File: src/hdl/svpwm_pkg.sv
// shared constants for the min-max space-vector modulator
package svpwm_pkg;

    // phase voltages are carried as integers scaled by 2^VSCALE_BITS
    localparam int unsigned VSCALE_BITS = 28;

    // round(sqrt(3)/2 * 2^28)
    localparam logic [27:0] SQRT3_HALF_Q28 = 28'd232471924;

    // width of each duty word on the result port
    localparam int unsigned DUTY_W = 16;

endpackage

File: src/hdl/svpwm_front.sv
// inverse clarke, min-max offset, peak search and divisor selection (six stages)
module svpwm_front #(
    parameter int VOLT_WIDTH = 16,
    parameter int DW         = VOLT_WIDTH + 32
) (
    input  logic                         aclk,
    input  logic                         aresetn,
    input  logic                         in_valid,
    output logic                         in_ready,
    input  logic signed [VOLT_WIDTH-1:0] bus_voltage,
    input  logic signed [VOLT_WIDTH-1:0] v_alpha,
    input  logic signed [VOLT_WIDTH-1:0] v_beta,
    output logic                         out_valid,
    input  logic                         out_ready,
    output logic        [DW-1:0]         num_a,
    output logic        [DW-1:0]         num_b,
    output logic        [DW-1:0]         num_c,
    output logic        [2:0]            neg,
    output logic        [DW-1:0]         den,
    output logic                         over,
    output logic                         bus_pos
);

    localparam int PW = DW;

    logic v1_reg, v2_reg, v3_reg, v4_reg, v5_reg, v6_reg;
    logic en1, en2, en3, en4, en5, en6;

    // per-stage advance: a stage loads when empty or when the next one loads
    assign en6      = !v6_reg || out_ready;
    assign en5      = !v5_reg || en6;
    assign en4      = !v4_reg || en5;
    assign en3      = !v3_reg || en4;
    assign en2      = !v2_reg || en3;
    assign en1      = !v1_reg || en2;
    assign in_ready = en1;

    always_ff @(posedge aclk) begin
        if (!aresetn) begin
            v1_reg <= 1'b0;
            v2_reg <= 1'b0;
            v3_reg <= 1'b0;
            v4_reg <= 1'b0;
            v5_reg <= 1'b0;
            v6_reg <= 1'b0;
        end else begin
            if (en1) v1_reg <= in_valid;
            if (en2) v2_reg <= v1_reg;
            if (en3) v3_reg <= v2_reg;
            if (en4) v4_reg <= v3_reg;
            if (en5) v5_reg <= v4_reg;
            if (en6) v6_reg <= v5_reg;
        end
    end

    // stage 1: scaled alpha terms and the sqrt(3)/2 product
    logic signed [PW-1:0]            afull1_reg, ahalf1_reg, kb1_reg;
    logic signed [VOLT_WIDTH-1:0]    bus1_reg;
    logic signed [PW-1:0]            al_s;
    logic signed [28:0]              k_s;
    logic signed [VOLT_WIDTH+28:0]   kb_s;

    assign k_s  = $signed({1'b0, svpwm_pkg::SQRT3_HALF_Q28});
    assign kb_s = k_s * v_beta;
    assign al_s = PW'(v_alpha);

    always_ff @(posedge aclk) begin
        if (en1) begin
            afull1_reg <= al_s <<< svpwm_pkg::VSCALE_BITS;
            ahalf1_reg <= al_s <<< (svpwm_pkg::VSCALE_BITS - 1);
            kb1_reg    <= PW'(kb_s);
            bus1_reg   <= bus_voltage;
        end
    end

    // stage 2: phase voltages
    logic signed [PW-1:0]         ph0_2_reg, ph1_2_reg, ph2_2_reg;
    logic signed [VOLT_WIDTH-1:0] bus2_reg;

    always_ff @(posedge aclk) begin
        if (en2) begin
            ph0_2_reg <= afull1_reg;
            ph1_2_reg <= kb1_reg - ahalf1_reg;
            ph2_2_reg <= -ahalf1_reg - kb1_reg;
            bus2_reg  <= bus1_reg;
        end
    end

    // stage 3: largest and smallest phase
    logic signed [PW-1:0]         ph0_3_reg, ph1_3_reg, ph2_3_reg, hi3_reg, lo3_reg;
    logic signed [VOLT_WIDTH-1:0] bus3_reg;
    logic signed [PW-1:0]         hi_next, lo_next;

    always_comb begin
        hi_next = ph0_2_reg;
        lo_next = ph0_2_reg;
        if (ph1_2_reg > hi_next) hi_next = ph1_2_reg;
        if (ph1_2_reg < lo_next) lo_next = ph1_2_reg;
        if (ph2_2_reg > hi_next) hi_next = ph2_2_reg;
        if (ph2_2_reg < lo_next) lo_next = ph2_2_reg;
    end

    always_ff @(posedge aclk) begin
        if (en3) begin
            ph0_3_reg <= ph0_2_reg;
            ph1_3_reg <= ph1_2_reg;
            ph2_3_reg <= ph2_2_reg;
            hi3_reg   <= hi_next;
            lo3_reg   <= lo_next;
            bus3_reg  <= bus2_reg;
        end
    end

    // stage 4: twice the offset phase voltage, as magnitude and sign
    logic signed [PW-1:0]         m0, m1, m2;
    logic        [DW-1:0]         mag0_4_reg, mag1_4_reg, mag2_4_reg;
    logic        [2:0]            neg4_reg;
    logic signed [VOLT_WIDTH-1:0] bus4_reg;

    assign m0 = (ph0_3_reg - hi3_reg) + (ph0_3_reg - lo3_reg);
    assign m1 = (ph1_3_reg - hi3_reg) + (ph1_3_reg - lo3_reg);
    assign m2 = (ph2_3_reg - hi3_reg) + (ph2_3_reg - lo3_reg);

    always_ff @(posedge aclk) begin
        if (en4) begin
            mag0_4_reg <= m0[PW-1] ? DW'(-m0) : DW'(m0);
            mag1_4_reg <= m1[PW-1] ? DW'(-m1) : DW'(m1);
            mag2_4_reg <= m2[PW-1] ? DW'(-m2) : DW'(m2);
            neg4_reg   <= {m2[PW-1], m1[PW-1], m0[PW-1]};
            bus4_reg   <= bus3_reg;
        end
    end

    // stage 5: peak magnitude and the bus divisor
    logic [DW-1:0] mag0_5_reg, mag1_5_reg, mag2_5_reg, peak5_reg, busden5_reg;
    logic [2:0]    neg5_reg;
    logic          pos5_reg;
    logic [DW-1:0] peak_next;

    always_comb begin
        peak_next = mag0_4_reg;
        if (mag1_4_reg > peak_next) peak_next = mag1_4_reg;
        if (mag2_4_reg > peak_next) peak_next = mag2_4_reg;
    end

    always_ff @(posedge aclk) begin
        if (en5) begin
            mag0_5_reg  <= mag0_4_reg;
            mag1_5_reg  <= mag1_4_reg;
            mag2_5_reg  <= mag2_4_reg;
            neg5_reg    <= neg4_reg;
            peak5_reg   <= peak_next;
            busden5_reg <= DW'($unsigned(bus4_reg)) << svpwm_pkg::VSCALE_BITS;
            pos5_reg    <= !bus4_reg[VOLT_WIDTH-1] && (bus4_reg != '0);
        end
    end

    // stage 6: overmodulation test picks the divisor
    logic          over_next;
    logic [DW-1:0] num0_6_reg, num1_6_reg, num2_6_reg, den6_reg;
    logic [2:0]    neg6_reg;
    logic          over6_reg, pos6_reg;

    assign over_next = pos5_reg && (peak5_reg > busden5_reg);

    always_ff @(posedge aclk) begin
        if (en6) begin
            num0_6_reg <= mag0_5_reg;
            num1_6_reg <= mag1_5_reg;
            num2_6_reg <= mag2_5_reg;
            neg6_reg   <= neg5_reg;
            den6_reg   <= over_next ? peak5_reg : busden5_reg;
            over6_reg  <= over_next;
            pos6_reg   <= pos5_reg;
        end
    end

    assign out_valid = v6_reg;
    assign num_a     = num0_6_reg;
    assign num_b     = num1_6_reg;
    assign num_c     = num2_6_reg;
    assign neg       = neg6_reg;
    assign den       = den6_reg;
    assign over      = over6_reg;
    assign bus_pos   = pos6_reg;

endmodule

File: config.mk
export PLATFORM = sky130hd
export DESIGN_NAME = svpwm_front
export DESIGN_NICKNAME = d
export VERILOG_FILES = /design/src/hdl/svpwm_pkg.sv /design/src/hdl/svpwm_front.sv
export SDC_FILE = /design/constraint.sdc
export NUM_CORES = 2
export LEC_CHECK = 0
export BUFFER_PORTS_ARGS = -buffer_cell sky130_fd_sc_hd__buf_2
export CORE_MARGIN = 2
export CORE_UTILIZATION = 55
export DETAILED_ROUTE_END_ITERATION = 6
export HOLD_SLACK_MARGIN = 0.12
export PLACE_DENSITY = 0.75
export RECOVER_POWER = 25
export REMOVE_ABC_BUFFERS = 1
export SYNTH_ARGS = -nofsm -noshare
export SYNTH_HDL_FRONTEND = slang
export SYNTH_SLANG_ARGS = --single-unit
export TNS_END_PERCENT = 1
File: constraint.sdc
create_clock -name aclk -period 11.2 [get_ports aclk]
set_input_delay 2.24 -clock aclk [delete_from_list [all_inputs] [get_ports aclk]]
set_output_delay 2.24 -clock aclk [all_outputs]
set_load 0.02 [all_outputs]
# After elaboration in Yosys (flattened, before gate mapping)
# Cells that the tools add are included.
classes:
  bitwise: 0
  magnitude_cmp: 7
  muxes: 10
  n_shift: 0
  n_div: 0
  add_sub_neg: 15
  mul: 1
  reduce_logical: 16
  eq_ne: 0
ops:
  columns: ["operator", "count"]
  rows:
  - ["$mux 48", 6]
  - ["$sub 48x48->48", 4]
  - ["$add 48x48->48", 3]
  - ["$gt 48x48->1", 3]
  - ["$neg 48->48", 3]
  - ["$mux 47", 3]
  - ["$gt 48x44->1", 2]
  - ["$sub 44x48->48", 2]
  - ["$lt 48x44->1", 1]
  - ["$lt 48x48->1", 1]
  - ["$neg 43->48", 1]
  - ["$sub 48x45->48", 1]
  - ["$sub 45x43->46", 1]
  - ["$mux 44", 1]
  - ["$mul 27x16->43 const A", 1]
  - ["$reduce_bool 16->1", 1]
  - ["$logic_not 1->1", 7]
  - ["$logic_or 1x1->1", 6]
  - ["$logic_and 1x1->1", 2]
word_totals:
  mem_bits_rw: 0
  mem_count: 0
  elab_cells: 92
  mem_bits_ro: 0
  inputBits: 52
  ff_bits: 1021
  latch_bits: 0
  output_inout_bits: 199

# Logic depth before layout (Yosys ltp)
logic_depth:
  ltp_word: 7
  mapped_depth: 30
  mapped_depth_nobuf: 26

# Least setup slack after synthesis
# OpenSTA, ideal clock, no wires.
synth_path:
  path_type: "in2reg"
  start: "input v_beta[1]"
  end: "register kb1_reg[42] (data pin)"
  path_slack_ps: 3003
  cell_stages: 22
  t_arrival_ps: 7939
  setup_ps: 258
  required_ps: 10942
  n_path_buf: 0
  cell_sequence: "fa_1 > inv_1 > fa_1 > inv_1 > fa_1 > inv_1 > fa_1 > fa_1 > inv_1 > fa_1 > ha_1 > a21o_1 > a21o_1 > a2111oi_0 > o21ai_0 > a221o_1 > a221oi_1 > o211ai_1 > a31oi_1 > o21ai_0 > a21oi_1 > xnor2_1"
synth_via:
  elab_chain_len: 1
synth_lines:
  columns: ["item", "line_no", "source"]
  rows:
  - ["from (decl)", "svpwm_front.sv:12", "input logic signed [VOLT_WIDTH-1:0] v_beta,"]
  - ["$mul 27x16->43", "svpwm_front.sv:64", "assign kb_s = k_s * v_beta;"]
  - ["named net kb_s[42]", "svpwm_front.sv:61", "logic signed [VOLT_WIDTH+28:0] kb_s;"]
  - ["to (signal assigned)", "svpwm_front.sv:71", "kb1_reg <= PW'(kb_s);"]
  - ["to (decl)", "svpwm_front.sv:57", "logic signed [PW-1:0] afull1_reg, ahalf1_reg, kb1_reg;"]
# The timed path passes the listed nets, and every way through them passes these cells.
# A chain may end at the register's enable or synchronous reset.

# Final worst setup path
# Same ends and word-level chain as after synthesis.

==> flow_metrics.env <==
export IMPL_initial_utilization_pct=55.55
export IMPL_rsz0062_at_grt="no"
export IMPL_path_cells="buf_2 > fa_1 > inv_1 > fa_1 > inv_1 > fa_1 > inv_1 > fa_1 > fa_1 > inv_1 > fa_1 > ha_1 > a21o_1 > a21o_1 > a2111oi_0 > o21ai_0 > a221o_1 > a221oi_1 > o211ai_1 > a31oi_1 > o21ai_0 > a21oi_1 > xnor2_1"
export IMPL_use_met2_pct=46.73
export IMPL_fin_worst_skew_ps=69.70
export IMPL_cts_num_sinks=957
export IMPL_place_hpwl_mm=124.4
export IMPL_grt_pass1_wl_mm=239.1
export IMPL_maxCapViolCount=0
export IMPL_holdPathStages=0
export IMPL_dr_pass1_iters=6
export IMPL_fillCellCount=8862
export IMPL_cp_data_arrival_time_ps=9210
export IMPL_crit_buf_inv=5
export IMPL_syn_instance_count=5381
export IMPL_drc=0
export IMPL_grt_overflow=0
export IMPL_period_minus_slack_ps=8784
export IMPL_timing_hold_ws_ps=406.7
export IMPL_antenna_found_initial=2
export IMPL_viasPerCell=5.768
export IMPL_synth_seq_cells=957
export IMPL_fin_crit_sh_pct=78.43
export IMPL_floorplan_core_area_um2=112700
export IMPL_cts_root_buffer="clkbuf_16"
export IMPL_reg2reg_depth=22
export IMPL_worstMarginPinSlew_ps=1234
export IMPL_drive_above_1_share_pct=8.800
export IMPL_slew_headroom_pct=16.97
export IMPL_gr_usage_met3_pct=2.311
export IMPL_setup_slack_ps=2416
export IMPL_dieWidth_um=341.3
export IMPL_ff_latch_area_um2=28680
export IMPL_syn2layout_area_growth_pct=9.745
export IMPL_grt_util_all_layers_pct=26.70
export IMPL_num_io_pins=251
export IMPL_required_ps=11620
export IMPL_synth_cell_types=93
export IMPL_cts_max_level=3
export IMPL_cts_tree="yes"
export IMPL_ys_warn_count=0
export IMPL_syn_area_um2=62580
export IMPL_grt_start_max_net_pins=90
export IMPL_yosysSeqAreaShare_pct=45.82
export IMPL_vias=41502
export IMPL_clk_pin_slew_ps=60
export IMPL_avgRoutedWirePerCell_um=21.64
export IMPL_clockBufferDepth=3
export IMPL_slew_violations=0
export IMPL_synth_area_per_cell_um2=11.63
export IMPL_crit_path_top_delay_cell="a221oi_1"
export IMPL_drt_iter0_markers=3105
export IMPL_cpPeakStageDelay_ps=700
export IMPL_numCtsBuffers=98
export IMPL_dpl_worst_slack_ps=1690
export IMPL_async_reset_ff_share_pct=0
export IMPL_cp_top_family="adder cells"
export IMPL_cp_end_kind="flip-flop"
export IMPL_outcome="finished clean"
export IMPL_hp_class="flip-flop to flip-flop"
export IMPL_synth_edff_count=951
export IMPL_die_h_um=341.3
export IMPL_crit_cells=23
export IMPL_fmax_mhz=113.8
export IMPL_gp_congestion=0.9732
export IMPL_multi_input_area_um2=31060
export IMPL_cpMostUsedCell="fa_1"
export IMPL_path_class="primary input to flip-flop"
export IMPL_setup_viol_count_final=0
export IMPL_drt_wl_total_mm=155.7
export IMPL_port_buffers=242
export IMPL_nets=6569
export IMPL_grt_busiest_layer="met2"
export IMPL_clock_latency_ps=710
export IMPL_cp_start_kind="primary input"
export IMPL_hold_violations=0
export IMPL_ctsHoldBuffers=0
export IMPL_ant_nets=0
export IMPL_cts_resized=0
export IMPL_met1_usage_pct=34.02
export IMPL_first_global_vias=41729
export IMPL_dieArea_um2=116500
export IMPL_path_max_fanout=5
export IMPL_synth_top_flop_cell="edfxtp_1"
export IMPL_cts_setup_buffers=0
export IMPL_rows=123
-- placed cells by master, fill, tap and decap left out, types with 48 or more instances in the layout --
| cell | netlist | final |
|---|---|---|
| nor2b_1 | 59 | 59 |
| a21o_1 | 170 | 170 |
| inv_1 | 650 | 647 |
| nor3_1 | 54 | 54 |
| fa_1 | 286 | 286 |
| buf_2 | 5 | 237 |
| nand2_1 | 322 | 320 |
| nand3_1 | 69 | 68 |
| xor2_1 | 128 | 125 |
| and2_1 | 57 | 57 |
| nand4_1 | 89 | 89 |
| ha_1 | 613 | 613 |
| mux2i_1 | 160 | 160 |
| clkbuf_16 | 0 | 98 |
| edfxtp_1 | 951 | 951 |
| nor2_1 | 224 | 223 |
| xnor2_1 | 213 | 213 |
| a21oi_1 | 341 | 341 |
| o21bai_1 | 48 | 48 |
| o21ai_0 | 245 | 243 |
-- per-stage QoR --
stage,area (um^2),TNS (ps),utilization [%],instances
floorplan,62060,-61060,-,5255
global placement,65430,0,58.08,7017
finish,68680,0,60.97,7195
detailed placement,65440,0,58.09,7018
global route,68680,0,60.96,7193
CTS,68680,0,60.97,7193
-- per-layer routing --
metal	share of wire, %	up-vias
met5	0.0045	-
met4	4.5	2
met3	4.5	281
met2	50	1362
li1	-	19796
met1	41	20061
-- path summary, 6_finish.rpt --
check                      start          end  slack [ps]
setup reg to reg   ph0_2_reg[33]  hi3_reg[22]        3030
hold reg to reg   mag0_5_reg[35]    num_a[35]         410
hold / removal    mag0_5_reg[35]    num_a[35]         410
setup / recovery       v_beta[1]  kb1_reg[42]        2420
-- cells by family after synthesis --
kind of cell | synth area share, %
other | 0.005992
muxes | 2.901
buffers and inverters | 4.778
DFF | 45.82
and+or+nand+nor | 8.785
AOI/OAI and AO/OA | 11.53
xor gates and xnor gates | 4.772
adders and majority gates | 21.40
-- Yosys cell counts (all sizes together) (101+ instances only) --
cell    count  area (um^2)
a21o      170         1276
inv       650         2440
edfxtp    951        28560
ha        613         7670
xnor2     213         1866
xor2      128         1121
fa        286         5725
mux2i     160         1602
nor2      224        840.8
clkbuf    101        379.1
a21oi     342         1715
o21ai     251         1256
nand2     322         1209
-- layout make-up --
| type | count | area share, % |
|---|---|---|
| Multi-Input combinational cell | 3648 | 45.22 |
| Sequential cell | 957 | 41.75 |
| Clock buffer | 122 | 3.702 |
| Inverter | 650 | 3.578 |
| Tap cell | 1500 | 2.733 |
| Timing Repair Buffer | 263 | 1.984 |
| Clock inverter | 53 | 1.018 |
| Antenna cell | 2 | 0.007287 |
Power is left out: the tool's default activity adds up to more than one toggle a clock period on the data nets, which glitch-free logic cannot reach.
